==> src/mcrs_pkg.sv <==
// Shared types and constants for the multi-channel ramp scheduler.
// No dependencies; every other file imports this package.
`timescale 1ns / 1ps

package mcrs_pkg;

  // Field widths fixed by the item and result formats
  localparam int VALUE_W     = 16;
  localparam int CH_W        = 3;
  localparam int KIND_W      = 2;
  localparam int REQ_PCT_W   = 8;
  localparam int PCT_W       = 7;
  localparam int CFG_IDX_W   = 2;
  localparam int CFG_DATA_W  = 16;

  // Default channel count for the top-level parameter
  localparam int CHANNELS_DEF = 8;

  // Item kinds (the fourth code is ignored)
  localparam logic [KIND_W-1:0] KIND_CONFIG = 2'd0;
  localparam logic [KIND_W-1:0] KIND_TARGET = 2'd1;
  localparam logic [KIND_W-1:0] KIND_TICK   = 2'd2;

  // Configuration register indexes
  localparam logic [CFG_IDX_W-1:0] REG_ABS_MAX     = 2'd0;
  localparam logic [CFG_IDX_W-1:0] REG_ABS_MIN     = 2'd1;
  localparam logic [CFG_IDX_W-1:0] REG_DEFAULT_PCT = 2'd2;
  localparam logic [CFG_IDX_W-1:0] REG_MAX_PCT     = 2'd3;

  // Configuration reset values
  localparam logic [VALUE_W-1:0] ABS_MAX_RST     = 16'd1900;
  localparam logic [VALUE_W-1:0] ABS_MIN_RST     = 16'd1100;
  localparam logic [PCT_W-1:0]   DEFAULT_PCT_RST = 7'd10;
  localparam logic [PCT_W-1:0]   MAX_PCT_RST     = 7'd100;

  // Step = span * pct / 100, done as a multiply by a scaled reciprocal.
  // Exact for every product below 2^23 (span 16 bits times pct 7 bits).
  localparam int PERCENT_BASE = 100;
  localparam int PROD_W       = VALUE_W + PCT_W;
  localparam int RECIP_SHIFT  = 30;
  localparam int RECIP_W      = 24;
  localparam int QUO_W        = VALUE_W + 1;
  localparam logic [RECIP_W-1:0] PCT_RECIP =
    RECIP_W'(((64'd1 << RECIP_SHIFT) + 64'(PERCENT_BASE) - 64'd1) / 64'(PERCENT_BASE));

  // Input item
  typedef struct packed {
    logic [KIND_W-1:0]    kind;
    logic [CH_W-1:0]      channel;
    logic [VALUE_W-1:0]   limit_high;
    logic [VALUE_W-1:0]   limit_low;
    logic [REQ_PCT_W-1:0] step_percent;
    logic [VALUE_W-1:0]   target;
  } item_t;

  // Result item
  typedef struct packed {
    logic [CH_W-1:0]    out_channel;
    logic [VALUE_W-1:0] out_value;
    logic               reached;
    logic               idle;
  } result_t;

  // Configuration register contents
  typedef struct packed {
    logic [VALUE_W-1:0] abs_max;
    logic [VALUE_W-1:0] abs_min;
    logic [PCT_W-1:0]   default_pct;
    logic [PCT_W-1:0]   max_pct;
  } cfg_t;

  // Controller to datapath commands
  typedef struct packed {
    logic capture;
    logic load;
    logic mul;
    logic div;
    logic finish;
  } cmd_t;

  // Datapath to controller status
  typedef struct packed {
    logic drop;
    logic is_config;
  } status_t;

endpackage

==> src/mcrs_cfg.sv <==
// Configuration register file: global limits and step percent settings.
// Depends on mcrs_pkg.
`timescale 1ns / 1ps

module mcrs_cfg import mcrs_pkg::*; (
  input  logic                  clk,
  input  logic                  rst,
  input  logic                  wr_en,
  input  logic [CFG_IDX_W-1:0]  wr_index,
  input  logic [CFG_DATA_W-1:0] wr_data,
  output cfg_t                  cfg
);

  // Register writes, one index per transaction
  always_ff @(posedge clk) begin
    if (rst) begin
      cfg.abs_max     <= ABS_MAX_RST;
      cfg.abs_min     <= ABS_MIN_RST;
      cfg.default_pct <= DEFAULT_PCT_RST;
      cfg.max_pct     <= MAX_PCT_RST;
    end else if (wr_en) begin
      case (wr_index)
        REG_ABS_MAX:     cfg.abs_max     <= wr_data[VALUE_W-1:0];
        REG_ABS_MIN:     cfg.abs_min     <= wr_data[VALUE_W-1:0];
        REG_DEFAULT_PCT: cfg.default_pct <= wr_data[PCT_W-1:0];
        REG_MAX_PCT:     cfg.max_pct     <= wr_data[PCT_W-1:0];
        default: ;
      endcase
    end
  end

endmodule

==> src/mcrs_dp.sv <==
// Datapath: per-channel state, service queue, step arithmetic, result register.
// Depends on mcrs_pkg; driven by commands from mcrs_ctrl.
`timescale 1ns / 1ps

module mcrs_dp import mcrs_pkg::*; #(
  parameter int CHANNELS = CHANNELS_DEF
) (
  input  logic    clk,
  input  logic    rst,
  input  cmd_t    cmd,
  input  cfg_t    cfg,
  input  item_t   item_in,
  output status_t status,
  output result_t result
);

  localparam int IDX_W = (CHANNELS > 1) ? $clog2(CHANNELS) : 1;
  localparam int CNT_W = $clog2(CHANNELS + 1);
  localparam int SUM_W = CNT_W + 1;

  // Captured item and working registers
  item_t              item;
  logic [IDX_W-1:0]   cur_ch;
  logic [VALUE_W-1:0] cur_v;
  logic [VALUE_W-1:0] cur_t;
  logic [VALUE_W-1:0] cur_s;
  logic               tick_idle;
  logic [VALUE_W-1:0] hi_c;
  logic [VALUE_W-1:0] lo_c;
  logic [PCT_W-1:0]   pct;
  logic [PROD_W-1:0]  prod;
  logic [QUO_W-1:0]   quo;

  // Channel records
  logic [VALUE_W-1:0] drive  [CHANNELS];
  logic [VALUE_W-1:0] tgt    [CHANNELS];
  logic [VALUE_W-1:0] cmax   [CHANNELS];
  logic [VALUE_W-1:0] cmin   [CHANNELS];
  logic [VALUE_W-1:0] step   [CHANNELS];

  // Service queue
  logic [IDX_W-1:0]   fifo   [CHANNELS];
  logic [CHANNELS-1:0] queued;
  logic [IDX_W-1:0]   head;
  logic [CNT_W-1:0]   count;

  // Combinational helpers
  logic [IDX_W-1:0]   item_idx;
  logic [IDX_W-1:0]   pick_ch;
  logic [VALUE_W-1:0] tgt_clamp;
  logic [VALUE_W-1:0] hi_sel;
  logic [VALUE_W-1:0] lo_sel;
  logic [PCT_W-1:0]   pct_sel;
  logic [VALUE_W-1:0] span;
  logic [PROD_W+RECIP_W-1:0] recip_prod;
  logic [VALUE_W-1:0] step_v;
  logic               done;
  logic [VALUE_W:0]   mid_sum;
  logic [VALUE_W-1:0] mid;
  logic [VALUE_W-1:0] step_sat;
  logic [SUM_W-1:0]   tail_sum;
  logic [SUM_W-1:0]   tail_wrap;
  logic [IDX_W-1:0]   tail;
  logic [IDX_W-1:0]   head_inc;
  logic               push;
  logic               pop;

  // Status for the controller
  assign status.is_config = (item.kind == KIND_CONFIG);
  assign status.drop = !((item.kind == KIND_CONFIG) || (item.kind == KIND_TARGET) ||
                         (item.kind == KIND_TICK)) ||
                       ((item.kind != KIND_TICK) && (32'(item.channel) >= CHANNELS));

  // Channel selection and load-stage clamps
  assign item_idx = IDX_W'(item.channel);
  assign pick_ch  = (item.kind == KIND_TICK) ? fifo[head] : item_idx;

  always_comb begin
    tgt_clamp = item.target;
    if (tgt_clamp > cmax[pick_ch]) tgt_clamp = cmax[pick_ch];
    if (tgt_clamp < cmin[pick_ch]) tgt_clamp = cmin[pick_ch];
  end

  assign hi_sel = (item.limit_high >= cfg.abs_max) ? cfg.abs_max : item.limit_high;
  assign lo_sel = (item.limit_low <= cfg.abs_min) ? cfg.abs_min : item.limit_low;

  always_comb begin
    if (item.step_percent >= REQ_PCT_W'(cfg.max_pct)) pct_sel = cfg.max_pct;
    else if (item.step_percent == '0)                  pct_sel = cfg.default_pct;
    else                                               pct_sel = item.step_percent[PCT_W-1:0];
  end

  // Step size arithmetic
  assign span       = (hi_c >= lo_c) ? (hi_c - lo_c) : '0;
  assign recip_prod = (PROD_W + RECIP_W)'(prod) * (PROD_W + RECIP_W)'(PCT_RECIP);
  assign step_sat   = quo[QUO_W-1] ? '1 : quo[VALUE_W-1:0];
  assign mid_sum    = (VALUE_W + 1)'(hi_c) + (VALUE_W + 1)'(lo_c);
  assign mid        = mid_sum[VALUE_W:1];

  // One step toward the target, snapping when closer than one step
  always_comb begin
    step_v = cur_v;
    if (cur_v < cur_t) begin
      step_v = ((cur_t - cur_v) < cur_s) ? cur_t : (cur_v + cur_s);
    end else if (cur_v > cur_t) begin
      step_v = ((cur_v - cur_t) < cur_s) ? cur_t : (cur_v - cur_s);
    end
  end
  assign done = (step_v == cur_t);

  // Queue pointers
  assign tail_sum  = SUM_W'(head) + SUM_W'(count);
  assign tail_wrap = (tail_sum >= SUM_W'(CHANNELS)) ? (tail_sum - SUM_W'(CHANNELS)) : tail_sum;
  assign tail      = tail_wrap[IDX_W-1:0];
  assign head_inc  = (head == IDX_W'(CHANNELS - 1)) ? '0 : (head + 1'b1);

  assign pop  = cmd.load && (item.kind == KIND_TICK) && (count != '0);
  assign push = cmd.finish && !done && !queued[cur_ch] && (count < CNT_W'(CHANNELS)) &&
                ((item.kind == KIND_TARGET) || ((item.kind == KIND_TICK) && !tick_idle));

  // Item capture and working registers
  always_ff @(posedge clk) begin
    if (cmd.capture) item <= item_in;
    if (cmd.load) begin
      cur_ch    <= pick_ch;
      cur_v     <= drive[pick_ch];
      cur_s     <= step[pick_ch];
      cur_t     <= (item.kind == KIND_TICK) ? tgt[pick_ch] : tgt_clamp;
      tick_idle <= (count == '0);
      hi_c      <= hi_sel;
      lo_c      <= lo_sel;
      pct       <= pct_sel;
    end
    if (cmd.mul) prod <= PROD_W'(span) * PROD_W'(pct);
    if (cmd.div) quo  <= recip_prod[RECIP_SHIFT+QUO_W-1:RECIP_SHIFT];
  end

  // Channel record writeback
  always_ff @(posedge clk) begin
    if (rst) begin
      for (int i = 0; i < CHANNELS; i++) begin
        drive[i] <= '0;
        tgt[i]   <= '0;
        cmax[i]  <= '0;
        cmin[i]  <= '0;
        step[i]  <= '0;
      end
    end else if (cmd.finish) begin
      case (item.kind)
        KIND_CONFIG: begin
          cmax[cur_ch]  <= hi_c;
          cmin[cur_ch]  <= lo_c;
          step[cur_ch]  <= step_sat;
          drive[cur_ch] <= mid;
          tgt[cur_ch]   <= mid;
        end
        KIND_TARGET: begin
          tgt[cur_ch]   <= cur_t;
          drive[cur_ch] <= step_v;
        end
        KIND_TICK: begin
          if (!tick_idle) drive[cur_ch] <= step_v;
        end
        default: ;
      endcase
    end
  end

  // Queue control: pop in the load cycle, requeue at finish
  always_ff @(posedge clk) begin
    if (rst) begin
      head   <= '0;
      count  <= '0;
      queued <= '0;
    end else if (pop) begin
      head               <= head_inc;
      count              <= count - 1'b1;
      queued[fifo[head]] <= 1'b0;
    end else if (push) begin
      count          <= count + 1'b1;
      queued[cur_ch] <= 1'b1;
    end
  end

  // Queue entries hold no reset value
  always_ff @(posedge clk) begin
    if (push) fifo[tail] <= cur_ch;
  end

  // Result register
  always_ff @(posedge clk) begin
    if (cmd.finish) begin
      if ((item.kind == KIND_TICK) && tick_idle) begin
        result.out_channel <= '0;
        result.out_value   <= '0;
        result.reached     <= 1'b0;
        result.idle        <= 1'b1;
      end else if (item.kind == KIND_CONFIG) begin
        result.out_channel <= CH_W'(cur_ch);
        result.out_value   <= mid;
        result.reached     <= 1'b1;
        result.idle        <= 1'b0;
      end else begin
        result.out_channel <= CH_W'(cur_ch);
        result.out_value   <= step_v;
        result.reached     <= done;
        result.idle        <= 1'b0;
      end
    end
  end

endmodule

==> src/mcrs_ctrl.sv <==
// Controller: sequences capture, load, step-size math and writeback per item.
// Depends on mcrs_pkg; commands mcrs_dp and owns the result valid flag.
`timescale 1ns / 1ps

module mcrs_ctrl import mcrs_pkg::*; (
  input  logic    clk,
  input  logic    rst,
  input  logic    item_valid,
  output logic    item_stall,
  output logic    result_valid,
  input  logic    result_stall,
  input  status_t status,
  output cmd_t    cmd
);

  typedef enum logic [4:0] {
    ST_IDLE   = 5'b00001,
    ST_LOAD   = 5'b00010,
    ST_MUL    = 5'b00100,
    ST_DIV    = 5'b01000,
    ST_FINISH = 5'b10000
  } state_t;

  state_t state;
  state_t state_next;
  logic   out_free;

  assign item_stall = (state != ST_IDLE);
  assign out_free   = !result_valid || !result_stall;

  // Next state and commands
  always_comb begin
    state_next = state;
    cmd        = '0;
    case (state)
      ST_IDLE: begin
        if (item_valid) begin
          cmd.capture = 1'b1;
          state_next  = ST_LOAD;
        end
      end
      ST_LOAD: begin
        if (status.drop) begin
          state_next = ST_IDLE;
        end else begin
          cmd.load   = 1'b1;
          state_next = status.is_config ? ST_MUL : ST_FINISH;
        end
      end
      ST_MUL: begin
        cmd.mul    = 1'b1;
        state_next = ST_DIV;
      end
      ST_DIV: begin
        cmd.div    = 1'b1;
        state_next = ST_FINISH;
      end
      ST_FINISH: begin
        if (out_free) begin
          cmd.finish = 1'b1;
          state_next = ST_IDLE;
        end
      end
      default: state_next = ST_IDLE;
    endcase
  end

  // State register
  always_ff @(posedge clk) begin
    if (rst) state <= ST_IDLE;
    else     state <= state_next;
  end

  // Result valid: set on writeback, cleared when the transaction completes
  always_ff @(posedge clk) begin
    if (rst)               result_valid <= 1'b0;
    else if (cmd.finish)   result_valid <= 1'b1;
    else if (!result_stall) result_valid <= 1'b0;
  end

endmodule

==> src/multi_channel_ramp_scheduler.sv <==
// Multi-channel ramp scheduler, one item at a time. Set-target and tick items: result
// valid 2 cycles after acceptance, next item taken 3 cycles after the previous;
// configure items: result after 4, next item after 5 (span multiply and reciprocal
// divide-by-100 stages); ignored items 2. A result waits in an output register while the
// next item is accepted; a second finished item waits for it. Synchronous reset restores
// register defaults, zeroes all channel records and empties the queue at once.
`timescale 1ns / 1ps

module multi_channel_ramp_scheduler import mcrs_pkg::*; #(
  parameter int CHANNELS = CHANNELS_DEF
) (
  input  logic                  clk,
  input  logic                  rst,
  input  logic                  item_valid,
  output logic                  item_stall,
  input  item_t                 item,
  output logic                  result_valid,
  input  logic                  result_stall,
  output result_t               result,
  input  logic                  cfg_valid,
  output logic                  cfg_ready,
  input  logic [CFG_IDX_W-1:0]  cfg_index,
  input  logic [CFG_DATA_W-1:0] cfg_data
);

  cfg_t    cfg;
  cmd_t    cmd;
  status_t status;

  // Register writes are always taken
  assign cfg_ready = 1'b1;

  mcrs_cfg u_cfg (
    .clk      (clk),
    .rst      (rst),
    .wr_en    (cfg_valid && cfg_ready),
    .wr_index (cfg_index),
    .wr_data  (cfg_data),
    .cfg      (cfg)
  );

  mcrs_ctrl u_ctrl (
    .clk          (clk),
    .rst          (rst),
    .item_valid   (item_valid),
    .item_stall   (item_stall),
    .result_valid (result_valid),
    .result_stall (result_stall),
    .status       (status),
    .cmd          (cmd)
  );

  mcrs_dp #(
    .CHANNELS (CHANNELS)
  ) u_dp (
    .clk     (clk),
    .rst     (rst),
    .cmd     (cmd),
    .cfg     (cfg),
    .item_in (item),
    .status  (status),
    .result  (result)
  );

endmodule
==> config.mk <==
export PLATFORM = sky130hd
export DESIGN_NAME = multi_channel_ramp_scheduler
export DESIGN_NICKNAME = d
export VERILOG_FILES = /design/src/mcrs_pkg.sv /design/src/mcrs_cfg.sv /design/src/mcrs_dp.sv /design/src/mcrs_ctrl.sv /design/src/multi_channel_ramp_scheduler.sv
export SDC_FILE = /design/constraint.sdc
export NUM_CORES = 2
export LEC_CHECK = 0
export BUFFER_PORTS_ARGS = -buffer_cell sky130_fd_sc_hd__buf_2
export CORE_MARGIN = 3
export CORE_UTILIZATION = 40
export CTS_CLUSTER_DIAMETER = 150
export DETAILED_ROUTE_END_ITERATION = 10
export SLEW_MARGIN = 20
export SYNTH_ARGS = -nofsm -noshare
export SYNTH_HDL_FRONTEND = slang
export SYNTH_SLANG_ARGS = --single-unit
==> constraint.sdc <==
create_clock -name clk -period 10.05 [get_ports clk]
set_input_delay 1.005 -clock clk [delete_from_list [all_inputs] [get_ports clk]]
set_output_delay 1.005 -clock clk [all_outputs]
set_load 0.01 [all_outputs]
Word level (Yosys, flattened, before mapping)

Memory sizes are Yosys's and may differ from the RTL's. A register that Yosys moved wholly into a read port is not among the register bits.
Index checks and enable logic that the tools add are counted.

Input port bits: 84
Register bits: 248
Word-level logic and storage cells: 198
Bits in latches: 0
Memory bits (writable): 664
ROM bits: 0
Output and inout bits: 24
Memories kept: 6

Memory list:

| memory     | words | width | rd ports | clocked after Yosys merged registers in | wr ports | line          | text |
|---|---|---|---|---|---|---|---|
| u_dp.cmax  | 8     | 16    | 1        | 0                                       | 8        | mcrs_dp.sv:37 | `logic [VALUE_W-1:0] cmax [CHANNELS];` |
| u_dp.cmin  | 8     | 16    | 1        | 0                                       | 8        | mcrs_dp.sv:38 | `logic [VALUE_W-1:0] cmin [CHANNELS];` |
| u_dp.drive | 8     | 16    | 1        | 1                                       | 8        | mcrs_dp.sv:35 | `logic [VALUE_W-1:0] drive [CHANNELS];` |
| u_dp.step  | 8     | 16    | 1        | 1                                       | 8        | mcrs_dp.sv:39 | `logic [VALUE_W-1:0] step [CHANNELS];` |
| u_dp.tgt   | 8     | 16    | 1        | 0                                       | 8        | mcrs_dp.sv:36 | `logic [VALUE_W-1:0] tgt [CHANNELS];` |
| u_dp.fifo  | 8     | 3     | 1        | 1                                       | 1        | mcrs_dp.sv:42 | `logic [IDX_W-1:0] fifo [CHANNELS];` |

$add $sub $neg: 11
Order comparisons: 16
Shift operators: 0
Reduce and logical (&&, ||, !) cells: 35
Bitwise logic cells: 6
Div/mod/pow operators: 0
Equal/unequal tests: 16
Mux-type cells: 79
$mul: 2

Operators by type and width:

| cell                     | number |
|---|---|
| $mux W16                 | 19 |
| $reduce_or A16 Y1        | 5 |
| $lt A16 B16 Y1           | 4 |
| $sub A16 B16 Y16         | 4 |
| $mul A23 B24 Y47 const B | 1 |
| $mux W1                  | 35 |
| $ge A16 B16 Y1           | 2 |
| $gt A16 B16 Y1           | 2 |
| $mux W3                  | 10 |
| $pmux W5 S5              | 1 |
| $mul A16 B7 Y23          | 1 |
| $mux W5                  | 4 |
| $mux W18                 | 1 |
| $add A16 B16 Y17         | 1 |
| $add A16 B16 Y16         | 1 |
| $eq A16 B16 Y1           | 1 |
| $le A16 B16 Y1           | 1 |
| $mux W8                  | 2 |
| $mux W7                  | 2 |
| $logic_and A1 B1 Y1      | 10 |
| $reduce_and A2 Y1        | 5 |
| $and A8 B8 Y8            | 1 |
| $ge A8 B7 Y1             | 1 |
| $logic_not A8 Y1         | 1 |
| other kinds (32)         | 50 |

Logic depth before layout (Yosys ltp)

Word-level depth: 13
Depth in mapped cells: 36
Mapped depth without buffers: 34

By module

A second synthesis with hierarchy kept.

Cell total of the unflattened synthesis: 5060
Area, all modules: 59789.8 um^2

Modules (own cells, without submodules):

| module                       | instances | area each (um^2) | cells an instance |
|---|---|---|---|
| mcrs_dp                      | 1         | 57629.0          | 4843 |
| mcrs_cfg                     | 1         | 1858.0           | 180 |
| mcrs_ctrl                    | 1         | 291.5            | 35 |
| multi_channel_ramp_scheduler | 1         | 11.3             | 2 |

Worst setup path before layout

No wires, ideal clock.

Kind: reg-to-reg
Start point: register u_dp.hi_c[0]
End point: register u_dp.prod[22] (data pin)
Path slack: 2.404 ns
Required time: 9.790 ns
Cell stages (with the launch flop): 36
Data arrival time: 7.386 ns
Buffers on the path: 2
Path through: edfxtp_1 clkinv_1 ha_1 fa_1 nor2b_1 o21ai_0 a21boi_0 o21ai_0 nand2b_1 a21o_1 a41oi_1 a211oi_1 a31oi_1 a21o_1 clkbuf_1 or3b_2 clkbuf_1 nor2_1 fa_1 ha_1 inv_1 fa_1 fa_1 inv_1 ha_1 a21oi_1 nor2b_1 o21ai_0 a2111oi_0 nor2_1 a211oi_1 a41o_1 o41a_1 a21o_1 a21oi_1 xnor2_1

Cells in the longest elaborated chain, start to end: 3
Elaborated cells on any way between the ends: 4
Classes of those cells: add/sub (1); mul (1); order compare (1); mux (1)

Ends and longest elaborated chain:

| what                                                      | line           | text |
|---|---|---|
| start, declared                                           | mcrs_dp.sv:28  | `logic [VALUE_W-1:0] hi_c;` |
| start signal, assigned                                    | mcrs_dp.sv:130 | `hi_c <= hi_sel;` |
| $sub A16 B16 Y16 / $ge A16 B16 Y1 (equally long branches) | mcrs_dp.sv:94  | `assign span = (hi_c >= lo_c) ? (hi_c - lo_c) : '0;` |
| $mux W16 *                                                | mcrs_dp.sv:94  |  |
| $mul A16 B7 Y23 *                                         | mcrs_dp.sv:134 | `if (cmd.mul) prod <= PROD_W'(span) * PROD_W'(pct);` |
| end signal, assigned                                      | mcrs_dp.sv:134 |  |
| end, declared                                             | mcrs_dp.sv:31  | `logic [PROD_W-1:0] prod;` |

Every way passes the cells marked *; elsewhere a longest branch is shown, timed or not.
A chain may end at the register's enable or synchronous reset.

Worst setup path after layout

Ends and elaborated chain as after synthesis.

==> reports/qor.yml <==
placement:
  gp_congestion: 0.957
  port_buffers: 106
  dp_hpwl_mm: 119
power:
  peakVddDrop_mv: 0.137
  leakagePower_nw: 27.2
  p_per_area_mw_per_mm2: 144
routing:
  routed_via_density: 5.54
  drt_iter0_drc: 3583
  wl_met3_mm: 12.1
  final_antenna_net_count: 0
  highest_layer: "met4"
  via_count: 39800
  wl_met2_mm: 78.4
  wl_per_cell_um: 23.1
  firstDrtPassIters: 6
  drt-met1-wl_mm: 71.5
  drc: 0
  totalWireLength_mm: 167
finish:
  num_antenna_cells: 0
  area_growth_pct: 9.27
  drive_gt1_frac: 0.102
  nNetsFinal: 6031
setup_path:
  slowest_stage: "a21oi_1"
  cp.required_ps: 10490
  cp.arrival_ps: 9110
  cp_top_family: "compound AO/OA/AOI/OAI gates"
  cpPeakStageDelay_ps: 630
  crit_type: "reg2reg"
  path_max_fanout: 12
  cp_num_buf_inv: 3
  crit_path_end_kind: "register"
  worstSetupStartpointType: "register"
  crit_top_cell: "fa_1"
clock_network:
  tritoncts: "done"
  clk_latency_ps: 710
  htree_levels: 3
  cts-root-buf: "clkbuf_16"
  cts_hold_buffers: 0
  cts-resized-gates: 0
  postCtsSetupBuffers: 0
  clock_path_buffers: 3
  cts_sinks: 947
  clkTransAtPathRegs_ps: 70
  cts-buffers-inserted: 95
yosys:
  syn_area_sq_mm: 0.0596
  syn_inst: 5171
  yosysSeqAreaShare: 0.465
  synth_ff_type: "edfxtp_1"
  syn_area_per_cell_sq_um: 11.5
  synth_cell_type_count: 94
  async_flop_share: 0
  synth-seq-cells: 947
  ys.warnings.count: 0
  syn-num-nets: 6010
  synth-edff-count: 877
sta:
  setup-tns-final_ps: 0
  worst_slew_pin_slew_ps: 1230
  fin_crit_ps: 8670
  period_share: 0.862
  fmaxAchievable_ghz: 0.115
  whs_ps: 456
  slew_headroom: 0.172
  finalMaxSlewViolations: 0
  skew_ps: 31.7
  hold_viol: 0
  finalSetupViolations: 0
  rsz0062_at_grt: "no"
floorplanning:
  initial_core_util: 0.403
  die_w_um: 392
  die_h_um: 392
  coreArea_sq_mm: 0.148
  row_count: 141
  die_area_sq_mm: 0.154
  io_pins: 108
grt:
  grt_max_degree: 105
  grt_pass1_vias: 40000
  grt_usage: 0.216
  antenna_found_initial: 0
  grt_pass1_wl_mm: 250
  grt.overflow.total: 0
min_path:
  hp-class: "reg2reg"
status:
  status: "finished clean"
run:
  cap_violations: 0
[metrics by stage]
stage                     power [W]  setup WS (ps)  std cells   util  instance area, sq um
after global routing        0.00974            549       7199  0.441                 65200
after CTS                   0.00945           1460       7199  0.441                 65100
after detailed placement    0.00598           1520       7025  0.420                 62100
after global placement      0.00596           1690       7025  0.420                 62100
final                       0.00939           1380       7199  0.441                 65200
after floorplan             0.00553           2400       5171      -                 59600
[cell families after synthesis]
kind of cell | share of synthesized area
AO/OA/AOI/OAI | 0.0719
flip-flops | 0.465
adder cells (fa/ha/maj) | 0.193
other | 0.0000629
multiplexers | 0.0766
XOR/XNOR | 0.0195
buffers and inverters | 0.0503
AND/OR/NAND/NOR | 0.124
[path summary, 6_finish.rpt]
path,from,to,slack (ps),cells past startpoint
min,u_cfg.cfg[15]$_SDFFE_PP0P_,u_cfg.cfg[15]$_SDFFE_PP0P_,460,2
min reg2reg,u_cfg.cfg[15]$_SDFFE_PP0P_,u_cfg.cfg[15]$_SDFFE_PP0P_,460,2
max reg2reg,u_dp.hi_c[0]$_DFFE_PP_,u_dp.prod[22]$_DFFE_PN_,1380,32
max,u_dp.hi_c[0]$_DFFE_PP_,u_dp.prod[22]$_DFFE_PN_,1380,32
[per-layer routing]
metal | up-vias | track usage
met1 | 20100 | 0.299
li1 | 18200 | -
met3 | 212 | 0.0388
met2 | 1310 | 0.351
met5 | - | 0
met4 | 0 | 0.0576
[cells in the mapped netlist, types with 8 or more instances]
library cell,count,area share
nand3_1,39,0.0033
dfxtp_1,70,0.023
or2_2,13,0.0014
o31a_1,17,0.0025
nor3b_1,10,0.0013
nor2b_1,44,0.0046
o22ai_1,9,0.00094
or3_1,16,0.0017
nor4_1,10,0.0010
buf_1,16,0.0010
and2_1,22,0.0023
mux4_2,162,0.061
ha_1,482,0.10
nor2_1,771,0.049
o211ai_1,21,0.0026
o21a_1,16,0.0020
and3_1,135,0.014
xnor2_1,93,0.014
a21oi_1,209,0.018
nand2_1,371,0.023
o21ai_1,25,0.0021
clkbuf_1,184,0.012
nand4_1,32,0.0034
mux2_2,23,0.0043
clkinv_1,19,0.0012
inv_1,522,0.033
buf_2,25,0.0021
o21bai_1,26,0.0033
a21o_1,60,0.0076
xor2_1,40,0.0059
fa_1,273,0.092
nor3_1,82,0.0069
nand2b_1,49,0.0051
a211o_1,13,0.0019
edfxtp_1,877,0.44
a31oi_1,13,0.0014
o21ai_0,128,0.011
o31ai_1,9,0.0011
a211oi_1,38,0.0048
buf_4,8,0.0010
nand3b_1,14,0.0018
mux2i_1,64,0.011
[layout by cell type (no fill, tap or decap), types with 16 or more instances in the layout]
| cell type | count |
|---|---|
| a211oi_1 | 38 |
| xor2_1 | 40 |
| or3_1 | 16 |
| xnor2_1 | 89 |
| nand4_1 | 32 |
| clkbuf_16 | 97 |
| nand2b_1 | 40 |
| o21ai_0 | 128 |
| nor3_1 | 80 |
| a21o_1 | 60 |
| nand3_1 | 39 |
| and2_1 | 21 |
| clkinv_1 | 48 |
| ha_1 | 481 |
| buf_4 | 54 |
| o31a_1 | 17 |
| o211ai_1 | 21 |
| nor2_1 | 770 |
| inv_1 | 520 |
| dfxtp_1 | 70 |
| mux4_2 | 162 |
| o21bai_1 | 26 |
| o21ai_1 | 25 |
| nor2b_1 | 43 |
| o21a_1 | 16 |
| nand2_1 | 370 |
| fa_1 | 273 |
| mux2_2 | 23 |
| edfxtp_1 | 877 |
| and3_1 | 135 |
| mux2i_1 | 64 |
| a21oi_1 | 209 |
| buf_2 | 105 |
| clkbuf_1 | 20 |
[power breakdown]
part	internal [W]	total [W]	switching (W)
clock network	0.00192	0.00349	0.00157
registers	0.00445	0.00451	0.0000607
logic	0.000524	0.00138	0.000859
total	0.00690	0.00939	0.00249
[worst reg2reg max path: cells and delay by family (launching register included)]
| family | cells | cell delay, ps |
|---|---|---|
| and+or+nand+nor | 6 | 1140 |
| adders and majority gates | 7 | 2750 |
| xor gates and xnor gates | 1 | 130 |
| AOI/OAI and AO/OA | 15 | 3620 |
| buffers and inverters | 3 | 380 |
| DFF | 1 | 350 |
[sequential cells by signal, summed over array words and instances, names as in the netlist, 23 cells and up, named ones only]
name / cells
u_dp.step: 128
u_dp.item: 58
u_dp.prod: 23
u_cfg.cfg: 46
u_dp.tgt: 128
u_dp.drive: 128
u_dp.cmax: 128
u_dp.cmin: 128
u_dp.fifo: 24
[cell type report]
| type | count | area (sq um) |
|---|---|---|
| flip-flops and latches | 947 | 27700 |
| clock buffers | 119 | 2530 |
| well taps | 1930 | 2410 |
| fillers | 13800 | 82700 |
| clock inverters | 55 | 473 |
| inverters | 541 | 2040 |
| repair buffers | 160 | 951 |
| multi-input cells | 3447 | 29000 |
Note: power is estimated with default switching activity, not from simulation.
